File: config.mk
export PLATFORM = sky130hd
export DESIGN_NAME = gf2m_exponentiation_flat
export DESIGN_NICKNAME = d
export VERILOG_FILES = /design/src/hdl/gfexp_pkg.sv /design/src/hdl/gfexp_in_if.sv /design/src/hdl/gfexp_out_if.sv /design/src/hdl/gf2m_exponentiation.sv /design/src/hdl/gfexp_modred.sv /design/src/hdl/gfexp_mul.sv /design/src/flat_wrapper.sv
export SDC_FILE = /design/constraint.sdc
export NUM_CORES = 1
export LEC_CHECK = 0
export BUFFER_PORTS_ARGS = -buffer_cell sky130_fd_sc_hd__clkbuf_2
export CAP_MARGIN = 20
export CORE_ASPECT_RATIO = 0.7
export CORE_MARGIN = 1.5
export CORE_UTILIZATION = 45
export CTS_BUF_LIST = sky130_fd_sc_hd__clkbuf_4
export DETAILED_ROUTE_END_ITERATION = 16
export PLACE_DENSITY_LB_ADDON = 0.08
export RECOVER_POWER = 25
export SYNTH_ARGS = -nofsm -noshare
export SYNTH_HDL_FRONTEND = slang
export SYNTH_SLANG_ARGS = --single-unit
export TNS_END_PERCENT = 20
File: constraint.sdc
create_clock -name clk -period 22.1 [get_ports clk]
set_clock_uncertainty 0.2 [all_clocks]
set_input_delay 4.42 -clock clk [delete_from_list [all_inputs] [get_ports clk]]
set_output_delay 4.42 -clock clk [all_outputs]
set_load 0.02 [all_outputs]
File: src/hdl/gfexp_pkg.sv
`timescale 1ns / 1ps
// ----------------------------------------------------------------------------
// gfexp_pkg
// Shared widths, register indexes and controller states for the GF(2^m)
// exponentiation block.
// ----------------------------------------------------------------------------
package gfexp_pkg;

	// Field widths of the channels
	localparam int BASE_W = 32;
	localparam int EXP_W  = 64;
	localparam int RES_W  = 32;

	// Exponent bit counter
	localparam int EXP_CNT_W = $clog2(EXP_W);

	// Configuration registers
	localparam int DEG_W    = 6;
	localparam int POLY_W   = 32;
	localparam int APB_W    = 32;
	localparam int ADDR_W   = 3;
	localparam int REG_IDX_W = 1;

	localparam logic [DEG_W-1:0]  DEG_RESET  = 6'd8;
	localparam logic [POLY_W-1:0] POLY_RESET = 32'd29;

	typedef enum logic [REG_IDX_W-1:0] {
		REG_FIELD_DEGREE   = 1'b0,
		REG_REDUCTION_POLY = 1'b1
	} gfexp_reg_t;

	// Controller states
	typedef enum logic [2:0] {
		ST_IDLE,
		ST_REDUCE,
		ST_MSTART,
		ST_MWAIT,
		ST_FINISH
	} gfexp_state_t;

endpackage

File: src/hdl/gfexp_in_if.sv
`timescale 1ns / 1ps
// ----------------------------------------------------------------------------
// gfexp_in_if
// Operand channel: base element and exponent with valid/ready handshake.
// ----------------------------------------------------------------------------
interface gfexp_in_if import gfexp_pkg::*; ();

	logic              valid;
	logic              ready;
	logic [BASE_W-1:0] base;
	logic [EXP_W-1:0]  exponent;

	modport source (output valid, output base, output exponent, input ready);
	modport sink   (input valid, input base, input exponent, output ready);

endinterface

File: src/hdl/gfexp_out_if.sv
`timescale 1ns / 1ps
// ----------------------------------------------------------------------------
// gfexp_out_if
// Result channel: power result with valid/ready handshake.
// ----------------------------------------------------------------------------
interface gfexp_out_if import gfexp_pkg::*; ();

	logic             valid;
	logic             ready;
	logic [RES_W-1:0] power_result;

	modport source (output valid, output power_result, input ready);
	modport sink   (input valid, input power_result, output ready);

endinterface

File: src/hdl/gf2m_exponentiation.sv
`timescale 1ns / 1ps
// ----------------------------------------------------------------------------
// gf2m_exponentiation
// Raises a GF(2^m) element to an unsigned 64-bit power, polynomial basis.
// ----------------------------------------------------------------------------
// One transaction at a time. The exponent is first reduced modulo 2^m - 1 by a
// bit-serial unit. If the remainder is zero the result is 1. Otherwise each
// remaining exponent bit, LSB first, takes one round of the two bit-serial
// multipliers (r*p and p*p run side by side); the number of rounds is the bit
// length of the reduced exponent (at most m). The result waits in an output
// register, so the next operand is taken once the controller is back in
// idle. Registers sit on an APB port: field_degree at 0x0 (reset 8, 0 acts
// as 1, values above the FIELD_DEG_MAX parameter clamp to it), reduction_poly
// at 0x4 (reset 0x1D, x^m implicit).
// ----------------------------------------------------------------------------
module gf2m_exponentiation import gfexp_pkg::*; #(
	parameter int FIELD_DEG_MAX = 32
) (
	input  logic              clk,
	input  logic              arst_n,
	input  logic              psel,
	input  logic              penable,
	input  logic              pwrite,
	input  logic [ADDR_W-1:0] paddr,
	input  logic [APB_W-1:0]  pwdata,
	output logic [APB_W-1:0]  prdata,
	output logic              pready,
	gfexp_in_if.sink          operand,
	gfexp_out_if.source       result
);

	localparam int W  = FIELD_DEG_MAX;
	localparam int IW = $clog2(W);
	localparam logic [DEG_W-1:0] DEG_LIM = DEG_W'(FIELD_DEG_MAX);

	// register file
	logic [DEG_W-1:0]  deg_q;
	logic [POLY_W-1:0] poly_q;
	gfexp_reg_t        reg_idx;
	logic              cfg_wr;

	// field setup
	logic [DEG_W-1:0] m_eff;
	logic [IW-1:0]    m_idx;
	logic [W-1:0]     mask;
	logic [63:0]      poly_ext;
	logic [63:0]      base_ext;
	logic [W-1:0]     poly_m;
	logic [W-1:0]     base_m;

	// controller and datapath
	gfexp_state_t state_q, state_d;
	logic         red_start;
	logic         red_done;
	logic [W-1:0] red_rem;
	logic         mul_start;
	logic         mul_done_r;
	logic         mul_done_p;
	logic [W-1:0] prod_r;
	logic [W-1:0] prod_p;
	logic [W-1:0] n_q;
	logic [W-1:0] p_q;
	logic [W-1:0] r_q;
	logic [63:0]  res_ext;
	logic         out_valid_q;
	logic         accept;
	logic         out_free;

	// APB access
	assign pready  = 1'b1;
	assign reg_idx = gfexp_reg_t'(paddr[ADDR_W-1:2]);
	assign cfg_wr  = psel && penable && pwrite;

	always_ff @(posedge clk or negedge arst_n) begin
		if (!arst_n) begin
			deg_q  <= DEG_RESET;
			poly_q <= POLY_RESET;
		end else if (cfg_wr) begin
			case (reg_idx)
				REG_FIELD_DEGREE:   deg_q  <= pwdata[DEG_W-1:0];
				REG_REDUCTION_POLY: poly_q <= pwdata[POLY_W-1:0];
				default: ;
			endcase
		end
	end

	always_comb begin
		case (reg_idx)
			REG_FIELD_DEGREE:   prdata = APB_W'(deg_q);
			REG_REDUCTION_POLY: prdata = APB_W'(poly_q);
			default:            prdata = '0;
		endcase
	end

	// effective degree, mask and masked operands
	always_comb begin
		if (deg_q == '0)
			m_eff = DEG_W'(1);
		else if (deg_q > DEG_LIM)
			m_eff = DEG_LIM;
		else
			m_eff = deg_q;
		m_idx = IW'(m_eff - DEG_W'(1));
		for (int i = 0; i < W; i++)
			mask[i] = (IW'(i) <= m_idx);
		poly_ext = 64'(poly_q);
		base_ext = 64'(operand.base);
		poly_m   = poly_ext[W-1:0] & mask;
		base_m   = base_ext[W-1:0] & mask;
	end

	// exponent reduction
	gfexp_modred #(.W(W), .IW(IW)) u_modred (
		.clk       (clk),
		.arst_n    (arst_n),
		.start     (red_start),
		.exponent  (operand.exponent),
		.m_idx     (m_idx),
		.mask      (mask),
		.done      (red_done),
		.remainder (red_rem)
	);

	// r * p
	gfexp_mul #(.W(W), .IW(IW)) u_mul_r (
		.clk    (clk),
		.arst_n (arst_n),
		.start  (mul_start),
		.a      (r_q),
		.b      (p_q),
		.poly   (poly_m),
		.mask   (mask),
		.m_idx  (m_idx),
		.done   (mul_done_r),
		.prod   (prod_r)
	);

	// p * p
	gfexp_mul #(.W(W), .IW(IW)) u_mul_p (
		.clk    (clk),
		.arst_n (arst_n),
		.start  (mul_start),
		.a      (p_q),
		.b      (p_q),
		.poly   (poly_m),
		.mask   (mask),
		.m_idx  (m_idx),
		.done   (mul_done_p),
		.prod   (prod_p)
	);

	assign operand.ready = (state_q == ST_IDLE);
	assign accept        = operand.valid && operand.ready;
	assign out_free      = !out_valid_q || result.ready;

	// state register
	always_ff @(posedge clk or negedge arst_n) begin
		if (!arst_n)
			state_q <= ST_IDLE;
		else
			state_q <= state_d;
	end

	// next state and unit starts
	always_comb begin
		state_d   = state_q;
		red_start = 1'b0;
		mul_start = 1'b0;
		case (state_q)
			ST_IDLE: begin
				if (accept) begin
					red_start = 1'b1;
					state_d   = ST_REDUCE;
				end
			end
			ST_REDUCE: begin
				if (red_done)
					state_d = (red_rem == '0) ? ST_FINISH : ST_MSTART;
			end
			ST_MSTART: begin
				mul_start = 1'b1;
				state_d   = ST_MWAIT;
			end
			ST_MWAIT: begin
				if (mul_done_r && mul_done_p)
					state_d = ((n_q >> 1) == '0) ? ST_FINISH : ST_MSTART;
			end
			ST_FINISH: begin
				if (out_free)
					state_d = ST_IDLE;
			end
			default: state_d = ST_IDLE;
		endcase
	end

	// exponent, power and accumulator registers
	always_ff @(posedge clk) begin
		case (state_q)
			ST_IDLE: begin
				if (accept) begin
					p_q <= base_m;
					r_q <= W'(1);
				end
			end
			ST_REDUCE: begin
				if (red_done)
					n_q <= red_rem;
			end
			ST_MWAIT: begin
				if (mul_done_r && mul_done_p) begin
					if (n_q[0])
						r_q <= prod_r;
					p_q <= prod_p;
					n_q <= n_q >> 1;
				end
			end
			default: ;
		endcase
	end

	// output register
	assign res_ext = 64'(r_q);

	always_ff @(posedge clk or negedge arst_n) begin
		if (!arst_n) begin
			out_valid_q <= 1'b0;
		end else begin
			if (state_q == ST_FINISH && out_free)
				out_valid_q <= 1'b1;
			else if (result.ready)
				out_valid_q <= 1'b0;
		end
	end

	always_ff @(posedge clk) begin
		if (state_q == ST_FINISH && out_free)
			result.power_result <= res_ext[RES_W-1:0];
	end

	assign result.valid = out_valid_q;

endmodule

File: src/hdl/gfexp_modred.sv
`timescale 1ns / 1ps
// ----------------------------------------------------------------------------
// gfexp_modred
// Bit-serial reduction of the exponent modulo 2^m - 1. The exponent is
// shifted in MSB first; doubling modulo 2^m - 1 is a rotate within m bits.
// ----------------------------------------------------------------------------
module gfexp_modred import gfexp_pkg::*; #(
	parameter int W  = 32,
	parameter int IW = 5
) (
	input  logic             clk,
	input  logic             arst_n,
	input  logic             start,
	input  logic [EXP_W-1:0] exponent,
	input  logic [IW-1:0]    m_idx,
	input  logic [W-1:0]     mask,
	output logic             done,
	output logic [W-1:0]     remainder
);

	logic                 busy_q;
	logic                 done_q;
	logic [EXP_CNT_W-1:0] cnt_q;
	logic [EXP_W-1:0]     e_q;
	logic [W-1:0]         r_q;
	logic [W-1:0]         rot;
	logic [W-1:0]         sum;
	logic [W-1:0]         r_next;

	// rotate left within m bits, then add the incoming bit
	always_comb begin
		rot    = ((r_q << 1) | W'(r_q[m_idx])) & mask;
		sum    = rot + W'(e_q[EXP_W-1]);
		r_next = (sum == mask) ? '0 : sum;
	end

	always_ff @(posedge clk or negedge arst_n) begin
		if (!arst_n) begin
			busy_q <= 1'b0;
			done_q <= 1'b0;
			cnt_q  <= '0;
		end else begin
			done_q <= 1'b0;
			if (start) begin
				busy_q <= 1'b1;
				cnt_q  <= EXP_CNT_W'(EXP_W - 1);
			end else if (busy_q) begin
				cnt_q <= cnt_q - EXP_CNT_W'(1);
				if (cnt_q == '0) begin
					busy_q <= 1'b0;
					done_q <= 1'b1;
				end
			end
		end
	end

	always_ff @(posedge clk) begin
		if (start) begin
			e_q <= exponent;
			r_q <= '0;
		end else if (busy_q) begin
			e_q <= e_q << 1;
			r_q <= r_next;
		end
	end

	assign done      = done_q;
	assign remainder = r_q;

endmodule

File: src/hdl/gfexp_mul.sv
`timescale 1ns / 1ps
// ----------------------------------------------------------------------------
// gfexp_mul
// Bit-serial GF(2^m) multiplier, MSB first, one bit of b per cycle with
// interleaved reduction by the modulus polynomial.
// ----------------------------------------------------------------------------
module gfexp_mul import gfexp_pkg::*; #(
	parameter int W  = 32,
	parameter int IW = 5
) (
	input  logic          clk,
	input  logic          arst_n,
	input  logic          start,
	input  logic [W-1:0]  a,
	input  logic [W-1:0]  b,
	input  logic [W-1:0]  poly,
	input  logic [W-1:0]  mask,
	input  logic [IW-1:0] m_idx,
	output logic          done,
	output logic [W-1:0]  prod
);

	logic          busy_q;
	logic          done_q;
	logic [IW-1:0] cnt_q;
	logic [W-1:0]  a_q;
	logic [W-1:0]  b_q;
	logic [W-1:0]  r_q;
	logic [W-1:0]  r_next;

	// shift-and-add step with reduction of the bit leaving position m-1
	always_comb begin
		r_next = (r_q << 1) & mask;
		if (r_q[m_idx]) r_next = r_next ^ poly;
		if (b_q[m_idx]) r_next = r_next ^ a_q;
	end

	always_ff @(posedge clk or negedge arst_n) begin
		if (!arst_n) begin
			busy_q <= 1'b0;
			done_q <= 1'b0;
			cnt_q  <= '0;
		end else begin
			done_q <= 1'b0;
			if (start) begin
				busy_q <= 1'b1;
				cnt_q  <= m_idx;
			end else if (busy_q) begin
				cnt_q <= cnt_q - IW'(1);
				if (cnt_q == '0) begin
					busy_q <= 1'b0;
					done_q <= 1'b1;
				end
			end
		end
	end

	always_ff @(posedge clk) begin
		if (start) begin
			a_q <= a;
			b_q <= b;
			r_q <= '0;
		end else if (busy_q) begin
			b_q <= b_q << 1;
			r_q <= r_next;
		end
	end

	assign done = done_q;
	assign prod = r_q;

endmodule
File: src/flat_wrapper.sv
// flat-port wrapper written by rule: the top's interface ports become plain ports
module gf2m_exponentiation_flat import gfexp_pkg::*;
#(
	parameter int FIELD_DEG_MAX = 32
)
  (clk, arst_n, psel, penable, pwrite, paddr, pwdata, prdata, pready, operand_valid, operand_base, operand_exponent, operand_ready, result_valid, result_power_result, result_ready);
  gfexp_in_if operand_i ();
  gfexp_out_if result_i ();
  input  logic clk;
  input  logic arst_n;
  input  logic psel;
  input  logic penable;
  input  logic pwrite;
  input  logic [ADDR_W-1:0] paddr;
  input  logic [APB_W-1:0] pwdata;
  output logic [APB_W-1:0] prdata;
  output logic pready;
  input wire logic [$bits(operand_i.valid)-1:0] operand_valid;
  input wire logic [$bits(operand_i.base)-1:0] operand_base;
  input wire logic [$bits(operand_i.exponent)-1:0] operand_exponent;
  output wire logic [$bits(operand_i.ready)-1:0] operand_ready;
  output wire logic [$bits(result_i.valid)-1:0] result_valid;
  output wire logic [$bits(result_i.power_result)-1:0] result_power_result;
  input wire logic [$bits(result_i.ready)-1:0] result_ready;
  assign operand_i.valid = operand_valid;
  assign operand_i.base = operand_base;
  assign operand_i.exponent = operand_exponent;
  assign operand_ready = operand_i.ready;
  assign result_valid = result_i.valid;
  assign result_power_result = result_i.power_result;
  assign result_i.ready = result_ready;
  gf2m_exponentiation #(.FIELD_DEG_MAX(FIELD_DEG_MAX)) u_core (.clk(clk), .arst_n(arst_n), .psel(psel), .penable(penable), .pwrite(pwrite), .paddr(paddr), .pwdata(pwdata), .prdata(prdata), .pready(pready), .operand(operand_i), .result(result_i));
endmodule
==> reports/results.ini, run 1 <==
[global_routing]
antenna_found_initial=5
grt_max_degree=102
grt.total_usage_pct=30.2
grt_overflow=0
grt_pass1_vias=19400
grt_pass1_wl_um=127000

[setup_path]
cp-start-kind=primary input
crit_fanout=36
cp.arrival_ps=5720
cp-startpoint=paddr[2]
worst-path-buf-inv=2
crit_family=buffers and inverters
worstPathCellList=clkbuf_2 -> mux2_2 -> clkbuf_2
reg2reg_from=u_core.deg_q[2]
cp-end-kind=output pin
slowest_delay_ps=690
critical_path_class=in2out
cp.required_ps=17480
cp_common_cell=clkbuf_2
slowest_stage=clkbuf_2

[cells_and_area]
layout.cells.non_filler=3569
fin_util_pct=52.0
fillCellCount=5033
regArea_mm2=0.0131
multiInputGateArea_mm2=0.0109
drive_gt1_share_pct=21.0
nNetsFinal=2882
area_growth_syn_to_layout_pct=13.4

[clocking]
clockBufferDepth=3
cts_resized=0
cts_tree=yes
cts_buffers=119
clockRootBuffer=clkbuf_4
cts_hold_buf=0
postCtsSetupRepairBufs=0
clock_sinks=480
path_clk_slew_ps=70
clock_latency_ps=930
htree_levels=3

[sta]
setup_ws_ps=11760
relSlewSlack_pct=-189
rsz0062_at_grt=false
drv_slew=273
worstMarginPinSlew_ps=4330
final-hold-violation-count=0
holdWs_ps=231
fin_crit_sh_pct=46.8
min_period_ps=10340
finalSetupViolCount=0
maxClockFrequency_ghz=0.0968
finalSetupTns_ps=0

[placement]
place_inst=3339
hpwl_um=59900
routabilityCongestion=0.952
post-place-ws_ps=11760
portBuffers=201

[drt]
wl_per_cell_um=24.2
postRouteAntennaNets=0
via_per_inst=5.81
drc=0
drtIter0Drc=2483
routed_wl_um=86200
vias=20700
dr.pass1.iters=5

[yosys]
synth_area_mm2=0.0248
ys_seq_area_share_pct=53.0
syn_nets=2676
synth_top_cell_area_share_pct=38.8
synth_commonest_cells=nand2_1 (769), edfxtp_1 (320), clkbuf_1 (140), o21ai_0 (117), a21oi_1 (105)
synthArstFlopShare_pct=13.3
syn-instance-count=2526
synth_edf_count=320
synth_area_per_cell_um2=9.81
synth_ff_type=edfxtp_1
ys_ff_latch=480
synth.yosys.warnings=0
yosysMostFrequentCell=nand2_1
yosys.area.top_type=edfxtp_1
yosysUniqueCellTypes=91
ys_top_cells_by_area=edfxtp_1 (39%), nand2_1 (12%), dfxtp_1 (7.8%)

[worst_hold_path]
min-delay-path-class=reg2reg
hold_start=u_core.r_q[1]

[die]
die_x_um=283
start_util_pct=45.9
fp.dieArea_mm2=0.0565
core.rowCount=71
die_h_um=199
io_pins=205
core_area_mm2=0.0540

[status]
status=finished with violations
violations=max-capacitance violations, max-slew violations

[power]
p_leak_uw=0.0111
vdd_ir_drop_max_v=0.0000449
powerDensity_mw_per_mm2=109

[job]
maxCapViolations=5

-- placed cells by master (no fill, tap or decap), types with 14 or more instances in the layout --
| master | n |
|---|---|
| mux2_2 | 52 |
| xor2_1 | 79 |
| a21oi_1 | 105 |
| a31oi_1 | 22 |
| o2111a_1 | 14 |
| dfrtp_1 | 57 |
| inv_1 | 19 |
| nand4_1 | 25 |
| nand3_1 | 58 |
| a21boi_0 | 29 |
| clkinv_1 | 23 |
| nand2_1 | 766 |
| buf_4 | 47 |
| nand2b_1 | 19 |
| o21ai_2 | 19 |
| and3_1 | 32 |
| clkbuf_4 | 192 |
| clkbuf_2 | 200 |
| mux4_2 | 22 |
| dfxtp_1 | 96 |
| nor3_1 | 18 |
| edfxtp_1 | 320 |
| and2_0 | 15 |
| o21ai_0 | 117 |
| xnor2_1 | 86 |
| nor4_1 | 25 |
| a41oi_1 | 15 |
| and2_1 | 53 |
| nor2_1 | 80 |
| mux2i_1 | 14 |
-- metal layers --
metal,wire [um],vias up,global-route usage (%)
li1,-,9415,-
met1,40900,10200,46.6
met2,34100,1033,40.7
met3,9220,127,8.81
met4,1950,0,8.00
met5,0,-,0
-- final timing paths --
check / to / slack [ps] / cells past startpoint
hold reg to reg: u_core.result.power_result[1] / 230 / 0
setup / recovery: prdata[4] / 11760 / 3
max in group asynchronous: u_core.u_mul_p.busy_q / 17510 / 1
min in group asynchronous: u_core.result.valid / 3480 / 1
hold / removal: u_core.result.power_result[1] / 230 / 0
setup reg to reg: u_core.u_modred.remainder[5] / 12500 / 26
-- per-stage QoR --
stage | power (uW) | area (um^2)
global route | 3200 | 28100
CTS | 3050 | 28100
finish | 3060 | 28100
detailed placement | 2260 | 26500
floorplan | 1840 | 24800
global placement | 2240 | 26500
-- logic make-up after synthesis --
group / Yosys count / share of synthesized area, %
AND/OR/NAND/NOR: 1159 / 20.9
flip-flops: 480 / 53.0
XOR/XNOR: 165 / 5.83
AO/OA/AOI/OAI: 427 / 11.5
buffers and inverters: 192 / 3.14
adder cells (fa/ha/maj): 12 / 0.606
other: 1 / 0.0151
multiplexers: 90 / 5.03
-- power breakdown --
group	internal [uW]	total (uW)	switching (uW)
clock network	404	784	380
registers	1090	1220	132
logic	343	1050	706
-- registers in the layout, indices dropped and copies added, names as in the netlist, 32 cells and up --
name	cells
u_core.u_mul_r.b_q	32
u_core.u_mul_p.a_q	32
u_core.u_modred.e_q	64
u_core.n_q	32
u_core.result.power_result	32
u_core.p_q	32
u_core.u_mul_r.prod	32
u_core.u_mul_p.b_q	32
u_core.u_mul_r.a_q	32
u_core.u_modred.remainder	32
u_core.u_mul_p.prod	32
u_core.r_q	32
u_core.poly_q	32
-- worst register-to-register path, stage by stage, from the launching register on --
cell and delay, ps:
dfrtp_1 630, or4_1 730, a21oi_4 570, inv_2 300, ha_1 460, or2_2 360, nand3_2 270, buf_4 460
nand2_1 110, and3_1 170, a311oi_1 350, a31oi_1 80, a221oi_1 300, a21oi_1 190, a21oi_1 230, ha_1 200
ha_1 220, nand2_1 110, or4_1 650, or3_4 470, nor4_1 450, mux2_2 420, nor3b_1 390, nand4_4 260
o31ai_4 290, buf_4 410, o21ai_0 150
-- layout make-up --
type / instances / area share [%]
clock buffer: 191 / 5.10
tap: 730 / 3.25
clock inverter: 30 / 0.615
multi-input combinational: 1854 / 39.0
sequential: 480 / 46.8
timing repair buffer: 254 / 4.93
antenna: 7 / 0.0623
inverter: 23 / 0.312
Note: power is estimated with default switching activity, not from simulation.
==> run 2, diff against run 1 <==
==> constraint.sdc (replaced) <==
create_clock -name clk -period 8.5 [get_ports clk]
set_clock_uncertainty 0.2 [all_clocks]
set_input_delay 1.7 -clock clk [delete_from_list [all_inputs] [get_ports clk]]
set_output_delay 1.7 -clock clk [all_outputs]
set_load 0.02 [all_outputs]
==> reports/results.ini, run 2 (same netlist as run 1, synthesis figures left out) <==
[clocking]
clockBufferDepth=3  ; unchanged
cts_buffers=119  ; unchanged
clock_sinks=480  ; unchanged
path_clk_slew_ps=70  ; about the same
clockRootBuffer=clkbuf_4
cts_tree=yes
htree_levels=3  ; unchanged
clock_latency_ps=960  ; +30 ps
cts_hold_buf=0  ; unchanged

[die]
die_x_um=283  ; unchanged
die_h_um=199  ; unchanged
core.rowCount=71  ; unchanged
core_area_mm2=0.0540  ; unchanged
fp.dieArea_mm2=0.0565  ; unchanged
io_pins=205  ; unchanged
start_util_pct=45.9  ; unchanged

[drt]
vias=20900  ; +0.61%
routed_wl_um=86900  ; +0.84%
wl_per_cell_um=24.3  ; +0.47%
dr.pass1.iters=6  ; +1
route.met2.wl_um=34500  ; +0.97%
via_per_inst=5.83  ; +0.24%
drtIter0Drc=2572  ; +3.6%
top_layer_used=met4
wl_met1_um=40900  ; about the same
drc=0  ; unchanged
postRouteAntennaNets=0  ; unchanged
dr_wl_met3_um=9530  ; +3.4%

[job]
maxCapViolations=5  ; unchanged

[setup_path]
cp-start-kind=flop
slowest_delay_ps=690  ; about the same
rr_worst_depth=25  ; -3.8%
slowest_stage=or4_1
r2r-end=u_core.u_modred.remainder[31]
r2r_slack_ps=460  ; -12040 ps
cp-end-kind=flop
crit_fanout=24  ; -33%
crit_family=simple AND/OR/NAND/NOR gates
worst-path-buf-inv=2  ; unchanged
cp-startpoint=u_core.deg_q[3]
reg2reg_from=u_core.deg_q[3]
cp_common_cell=ha_1
critical_path_class=reg2reg
cp.arrival_ps=8610  ; +2890 ps
cp.required_ps=9070  ; -8410 ps

[worst_hold_path]
hold_start=u_core.p_q[19]
min-delay-path-class=reg2reg
holdPathEnd=u_core.u_mul_p.a_q[19]
min_path_cells=0  ; unchanged

[sta]
relSlewSlack_pct=-195  ; -6.6 points
finalSetupTns_ps=0  ; unchanged
maxClockFrequency_ghz=0.124
worstMarginPinSlew_ps=4430  ; +99.1 ps
min_period_ps=8040
holdWs_ps=230  ; -1.24 ps
rsz0062_at_grt=false
fin_crit_sh_pct=94.6
finalSetupViolCount=0  ; unchanged
final-hold-violation-count=0  ; unchanged
drv_slew=315  ; +15%

[global_routing]
grt_max_degree=102  ; unchanged
grt_pass1_wl_um=128000  ; +0.89%
grt_pass1_vias=19400  ; -0.19%
antenna_found_initial=3  ; -2
grt.total_usage_pct=30.5  ; +0.25 points
grt_overflow=0  ; unchanged

[cells_and_area]
largest_register=u_core.u_modred.e_q
mostFrequentLayoutCells=nand2_1 (767), edfxtp_1 (320), clkbuf_2 (199), clkbuf_4 (194), o21ai_0 (117)
layout.cells.non_filler=3582  ; +0.36%
largest_reg_flops=64  ; unchanged
layout_commonest_cell=nand2_1
area_growth_syn_to_layout_pct=14.1
drive_gt1_share_pct=21.3  ; +0.32 points
nNetsFinal=2894  ; +0.42%
fillCellCount=5068  ; +0.70%
stdcell_area_mm2=0.0283  ; +0.58%

[power]
vdd_ir_drop_max_v=0.000144  ; +220%
p_leak_uw=0.0113  ; +0.96%
powerDensity_mw_per_mm2=285  ; +160%

[placement]
hpwl_um=60900  ; +1.7%
routabilityCongestion=0.949  ; -0.26%
place_inst=3349  ; +0.30%
portBuffers=201  ; unchanged
placed_area_mm2=0.0266  ; +0.38%

[status]
status=finished with violations
violations=max-capacitance violations, max-slew violations

[run 2: cell count changes in the layout (fill, tap and decap cells not counted), sizes merged]
cell,before,now
clkbuf,397,400
bufinv,1,2
clkinv,28,24
inv,22,25
diode,7,6
clkinvlp,2,1
buf,48,60
[run 2: stage by stage]
step	util (%)	total power [uW]	setup WS, ps
after global placement	49.2	5830	598
final	52.3	8050	458
after detailed placement	49.2	5890	530
after CTS	52.3	8000	415
after global routing	52.3	8430	79.6
after floorplan	-	4800	47.6
[run 2: worst register-to-register path, stage by stage (launching register included)]
cell,delay (ps)
dfstp_2,460
or4_1,690
a21oi_4,220
inv_2,50
ha_1,310
or2_2,360
nand3_4,280
nand2_1,90
and3_1,180
a311oi_1,310
a31oi_1,70
a221oi_1,310
a21oi_1,140
a21oi_1,310
ha_1,260
ha_1,230
nand2_1,100
or4_1,670
or3_4,480
nor4_2,370
mux2_2,410
nor3b_2,260
nand4_4,240
o31ai_4,290
buf_4,390
o21ai_0,180
[run 2: worst max path at each step]
stage | depth (start not counted) | slack, ps | to
6_report | 25 | 460 | u_core.u_modred.remainder[31]
2_1_floorplan | 37 | 50 | u_core.u_modred.remainder[22]
5_1_grt | 25 | 80 | u_core.u_modred.remainder[3]
4_1_cts | 25 | 410 | u_core.u_modred.remainder[3]
3_3_place_gp | 25 | 600 | u_core.u_modred.remainder[31]
3_5_place_dp | 25 | 530 | u_core.u_modred.remainder[31]
[run 2: what timing repair did]
item                                    CTS  global route
endpoints found under the setup margin    0            23
gates resized for setup                   0             1
buffers inserted                          0             3
[run 2: area by class of cell]
| type | count | area (um^2) | share of cell area (%) |
|---|---|---|---|
| tap | 730 | 913 | 3.23 |
| inverter | 23 | 88.8 | 0.314 |
| clock inverter | 29 | 198 | 0.700 |
| clock buffer | 194 | 1460 | 5.15 |
| multi-input combinational | 1854 | 11000 | 38.8 |
| timing repair buffer | 266 | 1490 | 5.27 |
| sequential | 480 | 13100 | 46.5 |
| antenna | 6 | 15.0 | 0.0531 |
[run 2: where the power goes]
part	total (uW)	internal, uW	switching (uW)
logic	2780	925	1860
registers	3170	2840	332
clock network	2100	1100	1000
total	8050	4860	3190
[run 2: per-layer routing]
| layer | track usage (%) | up-vias |
|---|---|---|
| met3 | 7.88 | 127 |
| met5 | 0 | - |
| met2 | 41.0 | 1064 |
| met1 | 47.6 | 10200 |
| met4 | 8.04 | 0 |
| li1 | - | 9439 |
